## config.mk

```make
export PLATFORM = sky130hd
export DESIGN_NAME = hgss_csr
export DESIGN_NICKNAME = d
export VERILOG_FILES = /design/src/rtl/hgss_pkg.sv /design/src/rtl/hgss_csr.sv
export SDC_FILE = /design/constraint.sdc
export NUM_CORES = 1
export LEC_CHECK = 0
export BUFFER_PORTS_ARGS = -buffer_cell sky130_fd_sc_hd__buf_2
export CAP_MARGIN = 20
export CORE_ASPECT_RATIO = 1.4
export CORE_UTILIZATION = 45
export CTS_BUF_LIST = sky130_fd_sc_hd__clkbuf_16
export DETAILED_ROUTE_END_ITERATION = 16
export PLACE_DENSITY_LB_ADDON = 0.1
export REMOVE_ABC_BUFFERS = 1
export SLEW_MARGIN = 20
export SYNTH_ARGS = -nofsm -noshare
export SYNTH_HDL_FRONTEND = slang
export SYNTH_SLANG_ARGS = --single-unit
```

## constraint.sdc

```tcl
create_clock -name clock -period 1.1 [get_ports clock]
set_input_delay 0 -clock clock [delete_from_list [all_inputs] [get_ports clock]]
set_output_delay 0 -clock clock [all_outputs]
set_load 0.01 [all_outputs]
```

## src/rtl/hgss_pkg.sv

```systemverilog
// Shared types and constants of the Helmholtz Gauss-Seidel solver.
`default_nettype none
package hgss_pkg;

   localparam int VAL_W  = 40;
   localparam int IDX_W  = 12;
   localparam int DIM_W  = 13;
   localparam int ITER_W = 16;
   localparam int COEF_W = 40;
   localparam int INVD_W = 32;
   localparam int SUM_W  = 63;
   localparam int CSR_AW = 6;
   localparam int CSR_DW = 64;

   // operation codes
   localparam logic [1:0] OP_LOAD = 2'd0;
   localparam logic [1:0] OP_RUN  = 2'd1;
   localparam logic [1:0] OP_READ = 2'd2;

   // result kinds
   localparam logic KIND_READ = 1'b0;
   localparam logic KIND_RUN  = 1'b1;

   // register indexes
   localparam logic [2:0] REG_WIDTH  = 3'd0;
   localparam logic [2:0] REG_HEIGHT = 3'd1;
   localparam logic [2:0] REG_ITERS  = 3'd2;
   localparam logic [2:0] REG_IHX    = 3'd3;
   localparam logic [2:0] REG_IHY    = 3'd4;
   localparam logic [2:0] REG_DIAG   = 3'd5;
   localparam logic [2:0] REG_INVD   = 3'd6;

   typedef struct packed {
      logic [1:0]              operation;
      logic [IDX_W-1:0]        point_index;
      logic signed [VAL_W-1:0] u_value;
      logic signed [VAL_W-1:0] f_value;
   } req_type;

   typedef struct packed {
      logic                    result_kind;
      logic signed [VAL_W-1:0] read_value;
      logic [SUM_W-1:0]        residual_sum;
      logic                    index_error;
   } rsp_type;

   typedef struct packed {
      logic [DIM_W-1:0]  grid_width;
      logic [DIM_W-1:0]  grid_height;
      logic [ITER_W-1:0] iteration_count;
      logic [COEF_W-1:0] inv_hx_squared;
      logic [COEF_W-1:0] inv_hy_squared;
      logic [COEF_W-1:0] diagonal_coeff;
      logic [INVD_W-1:0] inv_diagonal_coeff;
   } cfg_type;

   typedef struct packed {
      logic        start;
      logic        shift32;
      logic [63:0] mag_a;
      logic [63:0] mag_b;
   } mul_req_type;

   typedef struct packed {
      logic             done;
      logic [SUM_W-1:0] mag;
   } mul_rsp_type;

   typedef enum logic [3:0] {
      ST_LIMIT,
      ST_IDLE,
      ST_READ,
      ST_RUN_START,
      ST_FETCH,
      ST_MUL,
      ST_MUL_WAIT,
      ST_WRITE,
      ST_NEXT,
      ST_DONE
   } state_type;

endpackage
`default_nettype wire

```

## src/rtl/hgss_csr.sv

```systemverilog
// APB-style configuration registers of the solver.
`default_nettype none
module hgss_csr (
   input  wire logic                          clock,
   input  wire logic                          reset,
   input  wire logic                          psel,
   input  wire logic                          penable,
   input  wire logic                          pwrite,
   input  wire logic [hgss_pkg::CSR_AW-1:0]   paddr,
   input  wire logic [hgss_pkg::CSR_DW-1:0]   pwdata,
   output logic      [hgss_pkg::CSR_DW-1:0]   prdata,
   output logic                               pready,
   output hgss_pkg::cfg_type                  cfg,
   output logic                               geom_wr
);

   hgss_pkg::cfg_type cfg_ff, cfg_in;
   logic              wr_en;
   logic [2:0]        reg_idx;

   assign pready  = 1'b1;
   assign wr_en   = psel && penable && pwrite;
   assign reg_idx = paddr[5:3];
   assign geom_wr = wr_en && (reg_idx == hgss_pkg::REG_WIDTH ||
                              reg_idx == hgss_pkg::REG_HEIGHT);

   // decode the write word
   always_comb begin
      cfg_in = cfg_ff;
      if (wr_en) begin
         case (reg_idx)
            hgss_pkg::REG_WIDTH:  cfg_in.grid_width         = pwdata[12:0];
            hgss_pkg::REG_HEIGHT: cfg_in.grid_height        = pwdata[12:0];
            hgss_pkg::REG_ITERS:  cfg_in.iteration_count    = pwdata[15:0];
            hgss_pkg::REG_IHX:    cfg_in.inv_hx_squared     = pwdata[39:0];
            hgss_pkg::REG_IHY:    cfg_in.inv_hy_squared     = pwdata[39:0];
            hgss_pkg::REG_DIAG:   cfg_in.diagonal_coeff     = pwdata[39:0];
            hgss_pkg::REG_INVD:   cfg_in.inv_diagonal_coeff = pwdata[31:0];
            default:              cfg_in = cfg_ff;
         endcase
      end
   end

   always_ff @(posedge clock) begin
      if (reset) begin
         cfg_ff.grid_width         <= 13'd64;
         cfg_ff.grid_height        <= 13'd64;
         cfg_ff.iteration_count    <= 16'd1;
         cfg_ff.inv_hx_squared     <= '0;
         cfg_ff.inv_hy_squared     <= '0;
         cfg_ff.diagonal_coeff     <= '0;
         cfg_ff.inv_diagonal_coeff <= '0;
      end else begin
         cfg_ff <= cfg_in;
      end
   end

   // read back
   always_comb begin
      case (reg_idx)
         hgss_pkg::REG_WIDTH:  prdata = 64'(cfg_ff.grid_width);
         hgss_pkg::REG_HEIGHT: prdata = 64'(cfg_ff.grid_height);
         hgss_pkg::REG_ITERS:  prdata = 64'(cfg_ff.iteration_count);
         hgss_pkg::REG_IHX:    prdata = 64'(cfg_ff.inv_hx_squared);
         hgss_pkg::REG_IHY:    prdata = 64'(cfg_ff.inv_hy_squared);
         hgss_pkg::REG_DIAG:   prdata = 64'(cfg_ff.diagonal_coeff);
         hgss_pkg::REG_INVD:   prdata = 64'(cfg_ff.inv_diagonal_coeff);
         default:              prdata = '0;
      endcase
   end

   assign cfg = cfg_ff;

endmodule
`default_nettype wire

```

==> impl_metrics.toml, run 1 <==
[place]
placed_cells = 1560
dp_hpwl_um = 21500
place.gp.congestion = 0.821
dp_slack_ns = -0.241
place_area_um2 = 11700
port_buffers = 282

[layout]
finalNetCount = 1484
largest_register_ff_count = 194
final_cells = 1675
area_delta_synth_final_pct = 41.5
final_cell_mix = "buf_2, mux2i_1, nand2b_1, dfxtp_1, buf_4"
drive_above_1_share = 0.405
design_area_um2 = 13200
final_common_cell = "buf_2"

[floorplanning]
rows = 61
die_w_um = 124
dieArea_um2 = 21300
io_pins = 335
core-area_um2 = 20100
initial_utilization = 0.464
die_h_um = 172

[global_route]
grt_first_pass_wirelength_um = 47000
antenna_found_initial = 1
grt_pass1_vias = 8658
grt_overflow_total = 0
grt_max_degree = 64
grt_use_total = 0.292

[route]
post-route-drc-count = 0
finalWirelength_um = 31300
via_per_inst = 5.38
wl_per_cell_um = 18.7
routed-wl-met2_um = 16200
wl_met3_um = 1700
drt-met1-wl_um = 12600
vias = 9006
top_layer = "met4"
drtPass1Iterations = 5
postRouteAntennaNets = 0
drtIter0Drc = 652

[hold_path]
whs_path_depth = 5
hp-start = "paddr[4]"
hp-class = "in -> reg"
hold_path_end = "cfg[39]"

[sta]
drv_slew = 0
setup_slack_ns = -0.437
finalCritPeriodShare = 1.40
worstMarginPinSlew_ns = 0.902
setup_violations = 32
hold_viol = 0
max_slew_margin = 0.397
worst_clock_skew_ns = 0
rsz0062_at_grt = "yes"
fin_setup_tns_ns = -6.40
fmax_ghz = 0.650
final.min_clock_period_ns = 1.54

[worst_setup_path]
slowest_delay_ns = 0.32
crit_fanout = 2
start_kind = "flip-flop"
critPathBufInv = 1
worstPathArrival_ns = 1.54
path_cells = "mux2_2 -> a221oi_2 -> a221oi_1 -> buf_2"
cpLargestDelayFamily = "flip-flops"
cp.required_ns = 1.10
slowest_stage = "dfxtp_2"
r2r_start = "cfg[65]"
reg2reg_slack_ns = 0.35
r2r-end = "cfg[65]"
path_class = "reg -> out"
ff2ff_path_depth = 3
worstSetupEndpointType = "output port"

[power]
power_per_cell_area_nw_per_um2 = 1130
ir_drop_uv = 944
p_leak_uw = 0.00643

[synth]
yosys_warnings = 0
synth_cell_type_count = 34
yosysSeqAreaShare = 0.417
syn_inst = 1016
avgSynthCellArea_um2 = 9.16
syn-cell-area_um2 = 9310
ys_ff_latch = 194

[clock_tree]
clk_pin_slew_ns = 0.07
cts-root-buf = "clkbuf_16"
cts_sinks = 194
cts_buffer_depth = 2
worstSkewPairLatency_ns = 0.42
htree_levels = 4
cts_buffers = 17
cts_tree = "yes"

[outcome]
status = "finished, violations left"
violations = "setup timing"

[flow_run]
cap_viol_max_count = 0
[routing by layer]
metal	vias up	global-route usage
li1	4328	-
met3	50	0.0567
met5	-	0
met2	314	0.515
met4	0	0.115
met1	4314	0.344
[how the worst max path moves through the flow]
stage             start  cells past startpoint  slack (ns)   endpoint
2_1_floorplan  paddr[5]                      3       -1.76   cfg[100]
3_3_place_gp   paddr[5]                      5       -0.24  prdata[6]
3_5_place_dp   paddr[5]                      5       -0.24  prdata[6]
4_1_cts        cfg[177]                      4       -0.43  prdata[9]
5_1_grt        cfg[172]                      4       -0.52  prdata[4]
6_report       cfg[175]                      4       -0.44  prdata[7]
[repair_timing]
| item | 4_1_cts | 5_1_grt |
|---|---|---|
| hold endpoints to repair | 179 | 0 |
| pin swaps | 12 | 5 |
| gates resized for setup | 83 | 21 |
| hold buffers | 41 | 0 |
| setup endpoints to repair | 40 | 40 |
| setup buffers | 36 | 6 |
[worst register-to-register path, cell delays in order, from the launching register on]
cell     delay (ns)
dfxtp_2        0.34
buf_4          0.11
o21ai_0        0.07
a21oi_1        0.15
[cell usage after synthesis]
cell type  number  share of area
nor3_4          2         0.0035
o21ai_0        88          0.047
and3b_1         1        0.00094
inv_1           1        0.00040
nor3b_2         1         0.0013
o221ai_1        3         0.0028
nand3_1        97          0.052
nor3_1          1        0.00054
dfxtp_1       194           0.42
nor2_1          8         0.0032
nand2_1        30          0.012
or2b_4          1         0.0012
and4b_1         1         0.0011
mux2i_1       157           0.17
buf_6           4         0.0048
nand2b_1      152           0.10
and4_1          1        0.00094
clkbuf_1       50          0.020
nor2b_1         3         0.0020
o211ai_1       21          0.017
mux2_2         13          0.016
nand3_2         1         0.0011
a32oi_1         5         0.0047
a221oi_1       16          0.015
nor2b_2         1        0.00094
nand4_2         1         0.0013
buf_2          22          0.012
a22oi_1        13          0.010
buf_4          40          0.032
conb_1          2        0.00081
nand2_2         2         0.0013
a21oi_1        80          0.043
buf_1           3         0.0012
clkinv_1        1        0.00040
[final cells by class]
| cell class | instances | area, um2 |
|---|---|---|
| fill | 1715 | 6900 |
| multi-input combinational | 724 | 5000 |
| clock inverter | 15 | 149 |
| inverter | 2 | 7.51 |
| tap | 252 | 315 |
| timing repair buffer | 470 | 3290 |
| clock buffer | 17 | 425 |
| sequential | 194 | 3980 |
| antenna | 1 | 2.50 |
[power by group]
| part | internal, uW | leakage, uW | switching [uW] |
|---|---|---|---|
| registers | 7070 | 0.00160 | 38.5 |
| logic | 725 | 0.00454 | 929 |
| clock network | 3200 | 0.000283 | 2970 |
[kinds of logic after synthesis]
| logic type | count (synthesis) | share of synthesized area |
|---|---|---|
| compound gates | 226 | 0.140 |
| buf+inv | 121 | 0.0711 |
| flops | 194 | 0.417 |
| mux | 170 | 0.185 |
| other cells | 2 | 0.000807 |
| simple gates | 303 | 0.186 |
[metrics by stage]
step	total power (uW)	hold WS (ns)	util
6_report	14900	0.138	0.656
4_1_cts	15000	0.121	0.650
5_1_grt	15400	0.162	0.656
2_1_floorplan	7820	0.0507	-
3_5_place_dp	8750	0.281	0.581
3_3_place_gp	8750	0.278	0.581
(Power assumes the default switching activity.)
==> run 2: changes to the inputs <==
--- a/config.mk
+++ b/config.mk
@@ -7,8 +7,10 @@
 export LEC_CHECK = 0
 export BUFFER_PORTS_ARGS = -buffer_cell sky130_fd_sc_hd__buf_2
 export CAP_MARGIN = 20
+export CELL_PAD_IN_SITES_DETAIL_PLACEMENT = 0
+export CELL_PAD_IN_SITES_GLOBAL_PLACEMENT = 2
 export CORE_ASPECT_RATIO = 1.4
-export CORE_UTILIZATION = 45
+export CORE_UTILIZATION = 26
 export CTS_BUF_LIST = sky130_fd_sc_hd__clkbuf_16
 export DETAILED_ROUTE_END_ITERATION = 16
 export PLACE_DENSITY_LB_ADDON = 0.1
==> impl_metrics.toml, run 2 (same netlist as run 1, synthesis figures left out) <==
[worst_setup_path]
path_class = "reg -> out"
slowest_delay_ns = 0.32
worstSetupEndpointType = "output port"
slowest_stage = "dfxtp_2"
critPathBufInv = 1
crit_fanout = 2
cpLargestDelayFamily = "compound AO/OA/AOI/OAI gates"
cp.required_ns = 1.10
path_cells = "mux2_2 -> a221oi_2 -> a221oi_1 -> buf_2"
reg2reg_slack_ns = 0.32
start_kind = "flip-flop"
worstPathArrival_ns = 1.52

[power]
p_switching_uw = 4060
ir_drop_uv = 940
p_leak_uw = 0.00669
comb_power_share = 0.123
p_int_uw = 11300
power.share.sequential = 0.464
power_frac_clock = 0.413
power_per_cell_area_nw_per_um2 = 1100
switching_share = 0.265

[floorplanning]
rows = 81
core-area_um2 = 35100
die_h_um = 226
initial_utilization = 0.265
dieArea_um2 = 36600
die_w_um = 162
io_pins = 335

[layout]
final_cell_mix = "buf_2, mux2i_1, nand2b_1, buf_4, dfxtp_1"
drive_above_1_share = 0.423
area_delta_synth_final_pct = 49.7
design_area_um2 = 13900
n_antenna_cell = 0
final_common_cell = "buf_2"
largest_register_ff_count = 194
fillers = 3651
finalNetCount = 1517

[flow_run]
cap_viol_max_count = 0

[place]
dp_hpwl_um = 27300
dp_slack_ns = -0.270
place.gp.congestion = 0.779
place_area_um2 = 12100
port_buffers = 282

[sta]
rsz0062_at_grt = "yes"
setup_slack_ns = -0.422
fmax_ghz = 0.657
hold_viol = 0
setup_violations = 40
finalCritPeriodShare = 1.38
final.min_clock_period_ns = 1.52
drv_slew = 0
worst_clock_skew_ns = 0

[route]
vias = 9081
drtPass1Iterations = 5
wl_per_cell_um = 20.5
postRouteAntennaNets = 0
drtIter0Drc = 442
via_per_inst = 4.75
post-route-drc-count = 0
finalWirelength_um = 39100

[clock_tree]
htree_levels = 4
cts_buffers = 17
worstSkewPairLatency_ns = 0.45
cts_tree = "yes"
cts_sinks = 194
cts-root-buf = "clkbuf_16"
cts_buffer_depth = 2
clk_pin_slew_ns = 0.07

[outcome]
violations = "setup timing"
status = "finished, violations left"

[global_route]
grt_first_pass_wirelength_um = 58300
grt_max_degree = 59
grt_use_total = 0.215
grt_pass1_vias = 9154
antenna_found_initial = 0
grt_overflow_total = 0

[hold_path]
hp-class = "in -> reg"
-- run 2: changes by cell type in the layout (fill, tap and decap cells not counted), moves of 4 or more --
cell	previous run	this run
buf_6	3	15
a221oi_2	8	14
buf_2	280	268
inv_8	4	0
buf_4	118	140
buf_12	28	34
a221oi_1	7	2
-- run 2: stage by stage --
stage	setup TNS, ns	instances	total power, uW	util	hold WS, ns
detailed placement	-32.79	1783	8930	0.346	0.283
floorplan	-168.54	920	7820	-	0.0507
finish	-7.33	1911	15300	0.397	0.206
CTS	-8.55	1907	15500	0.392	0.183
global placement	-29.94	1783	8930	0.346	0.279
global route	-10.61	1911	16000	0.397	0.201
-- run 2: final timing paths --
path         cells after the start   endpoint  startpoint
max                              4  prdata[9]    cfg[177]
min                              5   cfg[127]    paddr[5]
max reg2reg                      4    cfg[22]     cfg[22]
min reg2reg                      2    cfg[46]     cfg[46]
-- run 2: routing by layer --
layer,wire (um),global-route usage,vias to the layer above,part of all wire
li1,-,-,4390,-
met1,16500,0.258,4417,0.42
met2,20400,0.389,238,0.52
met3,1520,0.0364,36,0.039
met4,670,0.0615,0,0.017
met5,0,0,-,0
-- run 2: area by class of cell --
cell class | instances | area (um2) | share of cell area
clock buffer | 17 | 425 | 0.0305
clock inverter | 15 | 140 | 0.0101
tap | 456 | 571 | 0.0410
multi-input combinational | 724 | 5030 | 0.361
inverter | 2 | 7.51 | 0.000539
sequential | 194 | 3980 | 0.286
timing repair buffer | 503 | 3780 | 0.271
-- run 2: power by group through the flow --
stage	Combinational (uW)	Sequential [uW]	Clock [uW]
finish	1880	7110	6330
detailed placement	1650	7280	0
global route	2010	7120	6820
global placement	1650	7280	0
CTS	1880	7110	6530
floorplan	525	7290	0
-- run 2: tightest hold or removal path: stages --
cell and delay [ns]:
buf_2 0.23, nor2b_4 0.08, buf_4 0.17, nand3_1 0.08, a21oi_1 0.05
-- run 2: repair_timing --
| item | 4_1_cts | 5_1_grt |
|---|---|---|
| resized for setup | 99 | 35 |
| hold buffers | 41 | 0 |
| setup buffers | 49 | 4 |
| cloned | 2 | 0 |
| setup endpoints to repair | 41 | 49 |
| pin swaps | 15 | 12 |
| endpoints found under the hold margin | 194 | 0 |
==> run 3: changes to the inputs <==
--- a/config.mk
+++ b/config.mk
@@ -6,11 +6,11 @@
 export NUM_CORES = 1
 export LEC_CHECK = 0
 export BUFFER_PORTS_ARGS = -buffer_cell sky130_fd_sc_hd__buf_2
-export CAP_MARGIN = 20
+export CAP_MARGIN = 40
 export CELL_PAD_IN_SITES_DETAIL_PLACEMENT = 0
 export CELL_PAD_IN_SITES_GLOBAL_PLACEMENT = 2
 export CORE_ASPECT_RATIO = 1.4
-export CORE_UTILIZATION = 26
+export CORE_UTILIZATION = 29
 export CTS_BUF_LIST = sky130_fd_sc_hd__clkbuf_16
 export DETAILED_ROUTE_END_ITERATION = 16
 export PLACE_DENSITY_LB_ADDON = 0.1
==> constraint.sdc (replaced) <==
create_clock -name clock -period 1.6 [get_ports clock]
set_input_delay 0 -clock clock [delete_from_list [all_inputs] [get_ports clock]]
set_output_delay 0 -clock clock [all_outputs]
set_load 0.01 [all_outputs]
==> impl_metrics.toml, run 3 (same netlist as run 1, synthesis figures left out) <==
[outcome]
status = "finished clean"

[layout]
area_delta_synth_final_pct = 33.5
n_antenna_cell = 0
fillers = 3324
final_common_cell = "buf_2"
final_cell_mix = "buf_2, dfxtp_1, mux2i_1, nand2b_1, nand3_1"
largest_register_ff_count = 194
multiInputGateArea_um2 = 4960
drive_above_1_share = 0.306
finalNetCount = 1395
regArea_um2 = 3890

[clock_tree]
cts-root-buf = "clkbuf_16"
cts_buffers = 17
clk_pin_slew_ns = 0.07
cts_tree = "yes"
htree_levels = 4
worstSkewPairLatency_ns = 0.43
cts_buffer_depth = 2
cts_sinks = 194
cts_setup_buffers = 0

[place]
dp_slack_ns = 0.153
dp_hpwl_um = 23900
port_buffers = 282
place.gp.congestion = 0.735

[floorplanning]
initial_utilization = 0.295
die_w_um = 153
dieArea_um2 = 32800
core-area_um2 = 31600
die_h_um = 214
rows = 77
io_pins = 335

[route]
wl_per_cell_um = 20.3
postRouteAntennaNets = 0
finalWirelength_um = 35100
post-route-drc-count = 0
via_per_inst = 4.95
drtPass1Iterations = 4
vias = 8547
drtIter0Drc = 378

[global_route]
grt_overflow_total = 0
grt_max_degree = 53
grt_first_pass_wirelength_um = 53600
grt_use_total = 0.216
antenna_found_initial = 0
grt_pass1_vias = 8400

[sta]
setup_slack_ns = 0.0560
max_slew_margin = 0.618
setup_violations = 0
finalCritPeriodShare = 0.965
final.min_clock_period_ns = 1.54
fmax_ghz = 0.648
drv_slew = 0
fin_setup_tns_ns = 0
rsz0062_at_grt = "yes"
worst_clock_skew_ns = 0
worstMarginPinSlew_ns = 0.571
hold_viol = 0

[worst_setup_path]
cp.required_ns = 1.60
path_class = "reg -> out"
worstPathArrival_ns = 1.54
worstSetupEndpointType = "output port"
cp-startpoint = "cfg[177]"
crit_fanout = 3
start_kind = "flip-flop"
r2r_start = "cfg[32]"

[flow_run]
cap_viol_max_count = 0

[power]
p_leak_uw = 0.00585
power_per_cell_area_nw_per_um2 = 844
total_power_uw = 10500
ir_drop_uv = 706

[hold_path]
hp-class = "in -> reg"
hp-start = "penable"
-- run 3: changes by cell type in the layout (fill, tap and decap cells not counted), sizes merged --
cell	delta
buf	-121
inv	-2
bufbuf	-1
clkinv	-5
clkinvlp	+3
bufinv	+2
-- run 3: metal layers --
layer  vias up  part of all wire  GRT usage
li1       4148                 -          -
met1      4151              0.44      0.266
met2       220              0.50      0.373
met3        28             0.044     0.0452
met4         0             0.017     0.0667
met5         -                 0          0
-- run 3: cell type report --
cell class | count | share of cell area
Multi-Input combinational cell | 724 | 0.399
Inverter | 2 | 0.000604
Clock inverter | 13 | 0.0138
Clock buffer | 17 | 0.0342
Sequential cell | 194 | 0.313
Tap cell | 395 | 0.0398
Timing Repair Buffer | 381 | 0.200
-- run 3: final timing paths --
check,cells past startpoint,slack (ns),endpoint
min,4,0.06,cfg[171]
min reg2reg,2,0.49,cfg[75]
max reg2reg,2,0.86,cfg[32]
max,4,0.06,prdata[9]
-- run 3: where the power goes --
group,internal [uW],switching [uW],leakage [uW]
sequential,4860,29.6,0.00156
clock,2580,1930,0.000288
combinational,436,646,0.00400
total,7880,2600,0.00585
-- run 3: worst max-delay path, cell delays in order, from the launching register on --
cell and delay (ns):
dfxtp_2 0.33, mux2_4 0.27, a221oi_2 0.29, a221oi_2 0.05
buf_2 0.17
-- run 3: what timing repair did --
action                     4_1_cts  5_1_grt
hold buffers                    41        0
setup endpoints to repair        3        6
hold endpoints to repair       189        0
pin swaps                        0        1
gates resized for setup          3       10
-- run 3: metrics by stage --
| step | util | hold slack [ns] | std cells | cell area (um2) |
|---|---|---|---|---|
| floorplan | - | 0.0507 | 920 | 8740 |
| finish | 0.393 | 0.0607 | 1726 | 12400 |
| global placement | 0.359 | 0.278 | 1654 | 11300 |
| global route | 0.393 | 0.0625 | 1726 | 12400 |
| detailed placement | 0.359 | 0.283 | 1655 | 11400 |
| CTS | 0.392 | 0.0333 | 1726 | 12400 |
